===== src/rtl/rgb_to_hsl_convert_unit_defines.svh =====
// Assertion macros shared by the RGB to HSL conversion RTL.
// Depends on nothing; using files must have i_clk and i_rst_n in scope.
`ifndef RGB_TO_HSL_CONVERT_UNIT_DEFINES_SVH
`define RGB_TO_HSL_CONVERT_UNIT_DEFINES_SVH
`ifndef NO_ASSERTIONS
// same-cycle implication
`define RHC_ASSERT_IMP(lbl, ante, cons, msg) \
    lbl: assert property (@(posedge i_clk) disable iff (!i_rst_n) (ante) |-> (cons)) \
        else $error(msg);
// next-cycle implication
`define RHC_ASSERT_NXT(lbl, ante, cons, msg) \
    lbl: assert property (@(posedge i_clk) disable iff (!i_rst_n) (ante) |=> (cons)) \
        else $error(msg);
`else
`define RHC_ASSERT_IMP(lbl, ante, cons, msg)
`define RHC_ASSERT_NXT(lbl, ante, cons, msg)
`endif
`endif


===== src/rtl/rhc_pkg.sv =====
// Types, constants and helper functions for the RGB to HSL pipeline.
// No dependencies.
package rhc_pkg;

    localparam int FRAC_BITS = 16;
    localparam int FW        = FRAC_BITS + 1;          // unsigned Q1.16 values in [0, 1]
    localparam logic [FW-1:0]  FRAC_ONE  = 17'd65536;
    localparam logic [FW-1:0]  FRAC_HALF = 17'd32768;
    localparam logic [FW:0]    FRAC_TWO  = 18'd131072;
    localparam logic [18:0]    FRAC_SIX  = 19'd393216;
    // ceil(2^22 / 6): multiply then shift right 22 gives floor(h / 6)
    localparam int             DIV6_SHIFT = 22;
    localparam logic [19:0]    DIV6_MUL   = 20'd699051;
    localparam int             DIV_STEPS  = FRAC_BITS + 1;

    typedef struct packed {
        logic [7:0] red_in;
        logic [7:0] green_in;
        logic [7:0] blue_in;
    } t_pix_in;

    typedef struct packed {
        logic [7:0] hue_out;
        logic [7:0] saturation_out;
        logic [7:0] lightness_out;
    } t_pix_out;

    // side data that rides along with the divider
    typedef struct packed {
        logic          grey;
        logic          neg;     // hue quotient is negated
        logic [2:0]    off;     // hue sextant offset in whole units
        logic [FW-1:0] light;
    } t_div_side;

    typedef struct packed {
        logic          vld;
        logic [FW-1:0] x_s;
        logic [FW-1:0] d_s;
        logic [FW-1:0] x_h;
        logic [FW-1:0] d_h;
        t_div_side     side;
    } t_div_in;

    typedef struct packed {
        logic          vld;
        logic [FW-1:0] q_s;
        logic [FW-1:0] q_h;
        t_div_side     side;
    } t_div_out;

    // (c << 16) / 255 truncated equals 257*c, plus one at full scale
    function automatic logic [FW-1:0] to_frac(input logic [7:0] c);
        logic [FW-1:0] v;
        v = {1'b0, c, c};
        if (c == 8'hFF) begin
            v = v + 17'd1;
        end
        return v;
    endfunction

    // (v * 255 + 32768) >> 16; v * 256 needs the full 25 bits at v = 1.0
    function automatic logic [7:0] to_byte(input logic [FW-1:0] v);
        logic [24:0] t;
        t = {v, 8'd0} - {8'd0, v} + 25'd32768;
        return t[23:16];
    endfunction

endpackage


===== src/rtl/rhc_front.sv =====
// Front stages: channel scaling, max/min, lightness and divider setup.
// Depends on rhc_pkg.
module rhc_front (
    input  logic             i_clk,
    input  logic             i_rst_n,
    input  logic             i_vld,
    input  rhc_pkg::t_pix_in i_pix,
    output rhc_pkg::t_div_in o_div
);

    logic                   r_a_vld;
    logic [rhc_pkg::FW-1:0] r_r, r_g, r_b;
    rhc_pkg::t_div_in       r_div;
    rhc_pkg::t_div_in       n_div;

    // stage A: scale to Q1.16
    always_ff @(posedge i_clk) begin
        if (!i_rst_n) begin
            r_a_vld <= 1'b0;
        end else begin
            r_a_vld <= i_vld;
        end
        r_r <= rhc_pkg::to_frac(i_pix.red_in);
        r_g <= rhc_pkg::to_frac(i_pix.green_in);
        r_b <= rhc_pkg::to_frac(i_pix.blue_in);
    end

    // stage B: extremes, lightness, divisors and hue branch
    always_comb begin
        logic [rhc_pkg::FW-1:0] mx, mn, dlt;
        logic [rhc_pkg::FW:0]   sum;
        mx = r_r;
        mn = r_r;
        if (r_g > mx) mx = r_g;
        if (r_b > mx) mx = r_b;
        if (r_g < mn) mn = r_g;
        if (r_b < mn) mn = r_b;
        sum = {1'b0, mx} + {1'b0, mn};
        dlt = mx - mn;

        n_div            = '0;
        n_div.vld        = r_a_vld;
        n_div.side.grey  = (dlt == '0);
        n_div.side.light = sum[rhc_pkg::FW:1];
        n_div.x_s        = dlt;
        n_div.d_h        = dlt;
        if (sum[rhc_pkg::FW:1] > rhc_pkg::FRAC_HALF) begin
            n_div.d_s = rhc_pkg::FW'(rhc_pkg::FRAC_TWO - sum);
        end else begin
            n_div.d_s = sum[rhc_pkg::FW-1:0];
        end

        if (r_r == mx) begin
            n_div.side.neg = (r_g < r_b);
            n_div.x_h      = (r_g < r_b) ? (r_b - r_g) : (r_g - r_b);
            n_div.side.off = (r_g < r_b) ? 3'd6 : 3'd0;
        end else if (r_g == mx) begin
            n_div.side.neg = (r_b < r_r);
            n_div.x_h      = (r_b < r_r) ? (r_r - r_b) : (r_b - r_r);
            n_div.side.off = 3'd2;
        end else begin
            n_div.side.neg = (r_r < r_g);
            n_div.x_h      = (r_r < r_g) ? (r_g - r_r) : (r_r - r_g);
            n_div.side.off = 3'd4;
        end
    end

    always_ff @(posedge i_clk) begin
        if (!i_rst_n) begin
            r_div.vld <= 1'b0;
        end else begin
            r_div.vld <= n_div.vld;
        end
        r_div.x_s  <= n_div.x_s;
        r_div.d_s  <= n_div.d_s;
        r_div.x_h  <= n_div.x_h;
        r_div.d_h  <= n_div.d_h;
        r_div.side <= n_div.side;
    end

    assign o_div = r_div;

endmodule


===== src/rtl/rhc_div.sv =====
// Two-lane pipelined restoring divider: (x << 16) / d for x <= d, one bit per stage.
// Depends on rhc_pkg.
module rhc_div (
    input  logic              i_clk,
    input  logic              i_rst_n,
    input  rhc_pkg::t_div_in  i_div,
    output rhc_pkg::t_div_out o_div
);

    localparam int N  = rhc_pkg::DIV_STEPS;
    localparam int FW = rhc_pkg::FW;

    logic               r_vld  [N];
    logic [FW-1:0]      r_rem_s[N];
    logic [FW-1:0]      r_rem_h[N];
    logic [FW-1:0]      r_q_s  [N];
    logic [FW-1:0]      r_q_h  [N];
    logic [FW-1:0]      r_d_s  [N];
    logic [FW-1:0]      r_d_h  [N];
    rhc_pkg::t_div_side r_side [N];

    logic [FW-1:0]      n_rem_s[N];
    logic [FW-1:0]      n_rem_h[N];
    logic [FW-1:0]      n_q_s  [N];
    logic [FW-1:0]      n_q_h  [N];

    // one quotient bit per stage; first stage yields the integer bit
    always_comb begin
        logic [FW:0] ts, th;
        for (int k = 0; k < N; k++) begin
            if (k == 0) begin
                ts = {1'b0, i_div.x_s};
                th = {1'b0, i_div.x_h};
                n_q_s[k] = '0;
                n_q_h[k] = '0;
            end else begin
                ts = {r_rem_s[k-1], 1'b0};
                th = {r_rem_h[k-1], 1'b0};
                n_q_s[k] = {r_q_s[k-1][FW-2:0], 1'b0};
                n_q_h[k] = {r_q_h[k-1][FW-2:0], 1'b0};
            end
            if (ts >= {1'b0, (k == 0) ? i_div.d_s : r_d_s[k-1]}) begin
                ts          = ts - {1'b0, (k == 0) ? i_div.d_s : r_d_s[k-1]};
                n_q_s[k][0] = 1'b1;
            end
            if (th >= {1'b0, (k == 0) ? i_div.d_h : r_d_h[k-1]}) begin
                th          = th - {1'b0, (k == 0) ? i_div.d_h : r_d_h[k-1]};
                n_q_h[k][0] = 1'b1;
            end
            n_rem_s[k] = ts[FW-1:0];
            n_rem_h[k] = th[FW-1:0];
        end
    end

    always_ff @(posedge i_clk) begin
        for (int k = 0; k < N; k++) begin
            if (!i_rst_n) begin
                r_vld[k] <= 1'b0;
            end else begin
                r_vld[k] <= (k == 0) ? i_div.vld : r_vld[k-1];
            end
            r_rem_s[k] <= n_rem_s[k];
            r_rem_h[k] <= n_rem_h[k];
            r_q_s[k]   <= n_q_s[k];
            r_q_h[k]   <= n_q_h[k];
            r_d_s[k]   <= (k == 0) ? i_div.d_s  : r_d_s[k-1];
            r_d_h[k]   <= (k == 0) ? i_div.d_h  : r_d_h[k-1];
            r_side[k]  <= (k == 0) ? i_div.side : r_side[k-1];
        end
    end

    assign o_div.vld  = r_vld[N-1];
    assign o_div.q_s  = r_q_s[N-1];
    assign o_div.q_h  = r_q_h[N-1];
    assign o_div.side = r_side[N-1];

endmodule


===== src/rtl/rhc_back.sv =====
// Back stages: hue assembly, divide by six, rounding to bytes.
// Depends on rhc_pkg and rgb_to_hsl_convert_unit_defines.svh.
`include "rgb_to_hsl_convert_unit_defines.svh"
module rhc_back (
    input  logic              i_clk,
    input  logic              i_rst_n,
    input  rhc_pkg::t_div_out i_div,
    output logic              o_vld,
    output rhc_pkg::t_pix_out o_res
);

    localparam int FW = rhc_pkg::FW;

    logic              r_c_vld, r_d_vld, r_e_vld;
    logic [18:0]       r_c_h;
    logic [FW-1:0]     r_c_s, r_c_l;
    logic [38:0]       r_d_prod;
    logic [7:0]        r_d_s, r_d_l;
    rhc_pkg::t_pix_out r_e_res;
    logic [18:0]       n_h;

    // stage C: sextant offset plus signed quotient
    always_comb begin
        n_h = {i_div.side.off, 16'd0};
        if (i_div.side.neg) begin
            n_h = n_h - {2'd0, i_div.q_h};
        end else begin
            n_h = n_h + {2'd0, i_div.q_h};
        end
        if (i_div.side.grey) begin
            n_h = '0;
        end
    end

    always_ff @(posedge i_clk) begin
        if (!i_rst_n) begin
            r_c_vld <= 1'b0;
            r_d_vld <= 1'b0;
            r_e_vld <= 1'b0;
        end else begin
            r_c_vld <= i_div.vld;
            r_d_vld <= r_c_vld;
            r_e_vld <= r_d_vld;
        end
        r_c_h <= n_h;
        r_c_s <= i_div.side.grey ? '0 : i_div.q_s;
        r_c_l <= i_div.side.light;
        // stage D: h / 6 by reciprocal
        r_d_prod <= {20'd0, r_c_h} * {19'd0, rhc_pkg::DIV6_MUL};
        r_d_s    <= rhc_pkg::to_byte(r_c_s);
        r_d_l    <= rhc_pkg::to_byte(r_c_l);
        // stage E: round hue
        r_e_res.hue_out        <= rhc_pkg::to_byte(
            r_d_prod[rhc_pkg::DIV6_SHIFT + FW - 1:rhc_pkg::DIV6_SHIFT]);
        r_e_res.saturation_out <= r_d_s;
        r_e_res.lightness_out  <= r_d_l;
    end

    assign o_vld = r_e_vld;
    assign o_res = r_e_res;

    `RHC_ASSERT_IMP(a_hue_range, r_c_vld, r_c_h < rhc_pkg::FRAC_SIX, "hue above full circle")
    `RHC_ASSERT_IMP(a_sat_range, r_c_vld, r_c_s <= rhc_pkg::FRAC_ONE, "saturation above one")
    `RHC_ASSERT_NXT(a_vld_flow, r_c_vld, r_d_vld && !$stable(r_d_prod) || r_d_vld,
        "valid lost between stages")

endmodule


===== src/rtl/rgb_to_hsl_convert_unit.sv =====
// RGB to HSL conversion, top level: front stages A and B, divider, back stages C to E.
// A new pixel is taken every cycle (o_busy stays low), set by the
// 17-stage bit-per-stage divider pipeline. Results are strobed for one cycle.
// Synchronous active-low reset clears all valid bits; data registers are not reset.
// Depends on rhc_pkg, rhc_front, rhc_div, rhc_back.
module rgb_to_hsl_convert_unit (
    input  logic              i_clk,
    input  logic              i_rst_n,
    input  logic              i_start,
    output logic              o_busy,
    input  rhc_pkg::t_pix_in  i_pix,
    output logic              o_valid,
    output rhc_pkg::t_pix_out o_res
);

    rhc_pkg::t_div_in  w_div_in;
    rhc_pkg::t_div_out w_div_out;

    // pipeline never stalls
    assign o_busy = 1'b0;

    rhc_front u_front (
        .i_clk   (i_clk),
        .i_rst_n (i_rst_n),
        .i_vld   (i_start),
        .i_pix   (i_pix),
        .o_div   (w_div_in)
    );

    rhc_div u_div (
        .i_clk   (i_clk),
        .i_rst_n (i_rst_n),
        .i_div   (w_div_in),
        .o_div   (w_div_out)
    );

    rhc_back u_back (
        .i_clk   (i_clk),
        .i_rst_n (i_rst_n),
        .i_div   (w_div_out),
        .o_vld   (o_valid),
        .o_res   (o_res)
    );

endmodule


===== config.mk =====
export PLATFORM = sky130hd
export DESIGN_NAME = rgb_to_hsl_convert_unit
export DESIGN_NICKNAME = d
export VERILOG_FILES = /design/src/rtl/rhc_pkg.sv /design/src/rtl/rhc_front.sv /design/src/rtl/rhc_div.sv /design/src/rtl/rhc_back.sv /design/src/rtl/rgb_to_hsl_convert_unit.sv
export VERILOG_INCLUDE_DIRS = /design/src /design/src/rtl
export SDC_FILE = /design/constraint.sdc
export NUM_CORES = 2
export LEC_CHECK = 0
export BUFFER_PORTS_ARGS = -buffer_cell sky130_fd_sc_hd__buf_2
export CORE_ASPECT_RATIO = 2
export CORE_UTILIZATION = 55
export DETAILED_ROUTE_END_ITERATION = 7
export PLACE_DENSITY_LB_ADDON = 0.05
export SYNTH_ARGS = -nofsm -noshare
export SYNTH_HDL_FRONTEND = slang
export SYNTH_HIERARCHICAL = 1
export SYNTH_SLANG_ARGS = --single-unit

===== constraint.sdc =====
create_clock -name i_clk -period 8.6 [get_ports i_clk]
set_input_delay 0.43 -clock i_clk [delete_from_list [all_inputs] [get_ports i_clk]]
set_output_delay 0.43 -clock i_clk [all_outputs]
set_load 0.1 [all_outputs]

==> flow_summary_export.csv <==
group,metric,value,unit
clock_tree,ctsHtreeMaxLevel,4,
routing,drt-initial-drc-count,2389,
clock_tree,path_clk_slew,60,ps
grt,grt_max_degree,42,
floorplanning,start_util,55.37,%
finish,ff_latch_area,40420,um2
synthesis,yosysUniqueCellTypes,103,
clock_tree,cts-buffers-inserted,177,
finish,multi_input_area,45180,um2
placed_design,port_buffers,51,
floorplanning,io_pins,53,
hold_path,min_path_cells,2,
grt,grt_pass1_wl,363200,um
setup_path,cp_common_cell,"o21a_1",
timing,finClkSkew,75.51,ps
finish,fin_nets,10520,
floorplanning,num_rows,210,
synthesis,ys_ff_latch,2019,
hold_path,holdCritStartpoint,"i_pix[22]",
finish,drive_gt1_share,9.956,%
clock_tree,clk_latency,830,ps
setup_path,critPathMaxFanout,22,
timing,hold_slack,50.98,ps
setup_path,r2r_slack,510,ps
synthesis,yosysTopAreaCellShare,44.66,%
setup_path,start_kind,"register",
finish,fillers,13810,
timing,relSlewSlack,14.54,%
clock_tree,post_cts_buffers,0,
routing,vias,63990,
timing,clock.fmax,0.1236,GHz
grt,grt_antenna_before_repair,8,
setup_path,endpoint_kind,"register",
routing,ant_nets,0,
timing,setup_viol,0,
finish,syn2layout_area_growth,11.26,%
synthesis,yosysSeqAreaShare,44.66,%
setup_path,worst_ep_required_time,9290,ps
synthesis,synth_area,90500,um2
synthesis,synth-adder-area-share,16.30,%
synthesis,syn_nets,10210,
clock_tree,cts.sinks,2019,
hold_path,min_to,"u_front/r_r[14]",
synthesis,synth_area_leaders,"dfxtp_1, ha_1, inv_1",
timing,period_minus_slack,8091,ps
setup_path,critPathArrivalTime,8780,ps
floorplanning,core,163400,um2
synthesis,synth-compound-area-share,13.65,%
routing,dr.pass1.iters,8,
routing,routedWlPerCell,20.52,um
synthesis,synth_top_family_by_area,"adder cells",
grt,grt_pass1_vias,67970,
synthesis,synth_mux_area_share,4.254,%
clock_tree,tritoncts,"yes",
floorplanning,dieArea,166300,um2
routing,drt-vias-per-instance,5.489,
synthesis,synth_enable_flop_cells,0,
placed_design,hpwl,192400,um
timing,rsz0062_at_grt,"no",
clock_tree,root_buffer,"clkbuf_16",
floorplanning,die_y,575.7,um
grt,grt-ovfl-total,0,
synthesis,synth_simple_gate_area_share,9.905,%
clock_tree,cts_buffer_depth,4,
setup_path,r2r_end,"u_front/o_div[67]",
routing,drc,0,
routing,wirelength,239200,um
setup_path,r2r_start,"u_front/r_r[8]",
synthesis,yosys.area_share.xor_xnor,5.691,%
synthesis,async_flop_share,0,%
synthesis,netlist_instances,9090,
setup_path,critPathSlowestCell,"or4_1",
synthesis,synth_ff_type,"dfxtp_1",
job,drv_cap,0,
setup_path,cp_slowest_stage_delay,530,ps
synthesis,yosysTopAreaCell,"dfxtp_1",
setup_path,startpoint,"u_front/r_r[8]",
placed_design,gp_congestion,1.026,
setup_path,crit_type,"reg -> reg",
status,status,"completed",
synthesis,syn_area_per_cell,9.956,um2
synthesis,ys_warn_count,6,
floorplanning,floorplan.die.width,288.8,um
timing,setup-tns-final,0,ps
timing,finalCritPeriodShare,94.08,%
timing,maxSlewViolCount,0,
timing,worst_slew_pin_slew,1269,ps
hold_path,hold_class,"in -> reg",
timing,finalHoldViolCount,0,
grt,grt.total_usage,28.64,%
setup_path,worstRegToRegCells,37,
worst max-delay path: cells and delay by family, from the launching register on:
kind / cells / cell delay [ps]
buffers and inverters: 7 / 1180
adder cells (fa/ha/maj): 3 / 990
XOR/XNOR: 1 / 150
AO/OA/AOI/OAI: 21 / 4190
AND/OR/NAND/NOR: 5 / 1100
flip-flops: 1 / 340
flip-flops by register name, indices dropped and copies added (netlist names), 8 cells and up:
name             flops
u_back/r_d_s         8
u_front/o_div       72
u_div/r_rem_h      272
u_back/r_c_l        17
u_div/r_q_s        153
u_div/r_q_h        153
u_back/r_d_l         8
u_back/r_c_h        19
u_front/r_b         16
u_back/r_d_prod     17
u_div/r_side       374
u_div/r_rem_s      272
u_back/r_c_s        17
u_back/o_res        24
u_div/r_d_s        272
u_front/r_g         16
u_div/r_vld         17
u_front/r_r         16
u_div/r_d_h        272
how the worst max path moves through the flow:
stage	endpoint	slack, ps	depth (start not counted)
2_1_floorplan	u_front/o_div[58]	600	34
3_3_place_gp	u_front/o_div[58]	120	37
3_5_place_dp	u_front/o_div[58]	130	37
4_1_cts	u_front/o_div[67]	110	37
5_1_grt	u_front/o_div[66]	10	39
6_report	u_front/o_div[67]	510	37
final cells by class:
class	count	area share, %
well taps	2120	2.634
clock inverters	75	0.8810
clock buffers	236	5.050
flip-flops and latches	2019	40.14
diodes	6	0.01491
inverters	1063	3.963
repair buffers	327	2.446
multi-input cells	5812	44.87
cells in the final DEF, fill, tap and decap left out, types with 24 or more instances in the layout:
cell           count
buf_2             51
nand2_1          460
xnor2_1          342
mux2_2           271
fa_1             143
inv_1           1063
o21ai_0          443
o211ai_1          25
mux2i_1           67
nor2b_1          156
or3_1             34
a21oi_1          579
o31ai_1           58
nor2_1           533
nand4_1           89
nand3_1          119
o21bai_1          49
a21o_1           265
a211oi_1          63
buf_4            241
a21boi_0          27
nand2b_1         111
and3_1            50
and2_1            63
dlygate4sd3_1     29
dfxtp_1         2018
or2_2             24
o21a_1            81
a31oi_1           77
nor3_1           105
clkbuf_16        180
clkbuf_8          37
ha_1             949
xor2_1           246
clkinv_2          27
metal layers:
layer	wire (um)	GRT usage (%)	vias to the layer above
met5	60	0	-
met4	27850	28.90	10
met3	7370	4.129	918
met2	133200	57.43	1287
met1	70710	21.67	30280
li1	-	-	31490
Yosys cell counts (64+ instances only):
library cell	number
dfxtp_1	2019
inv_1	1063
ha_1	950
a21oi_1	580
nor2_1	533
nand2_1	460
o21ai_0	443
xnor2_1	342
mux2_2	271
a21o_1	265
xor2_1	246
nor2b_1	156
fa_1	143
nand3_1	119
nand2b_1	111
clkbuf_1	107
nor3_1	107
nand4_1	89
o21a_1	81
a31oi_1	79
mux2i_1	67
a211oi_1	64
cells by family after synthesis:
group	Yosys count
adders and majority gates	1093
AOI/OAI and AO/OA	1941
other	2
DFF	2019
buffers and inverters	1259
xor gates and xnor gates	588
and+or+nand+nor	1841
muxes	347
repair_timing:
| action | 4_1_cts | 5_1_grt |
|---|---|---|
| hold buffers | 29 | 0 |
| endpoints found under the setup margin | 0 | 16 |
| hold endpoints to repair | 59 | 0 |
| resized for setup | 0 | 5 |
stage by stage:
| stage | cell area, um2 | worst slack (ps) | std cells | utilization (%) |
|---|---|---|---|---|
| final | 100700 | 508.9 | 11660 | 61.61 |
| after global routing | 100700 | 14.35 | 11650 | 61.60 |
| after CTS | 100600 | 110.9 | 11650 | 61.58 |
| after detailed placement | 94380 | 131.9 | 11310 | 57.75 |
| after global placement | 94380 | 122.0 | 11310 | 57.75 |
| after floorplan | 90500 | 598.1 | 9090 | - |
Power is left out: the tool's default activity adds up to more than one toggle a clock period on the data nets, which glitch-free logic cannot reach.
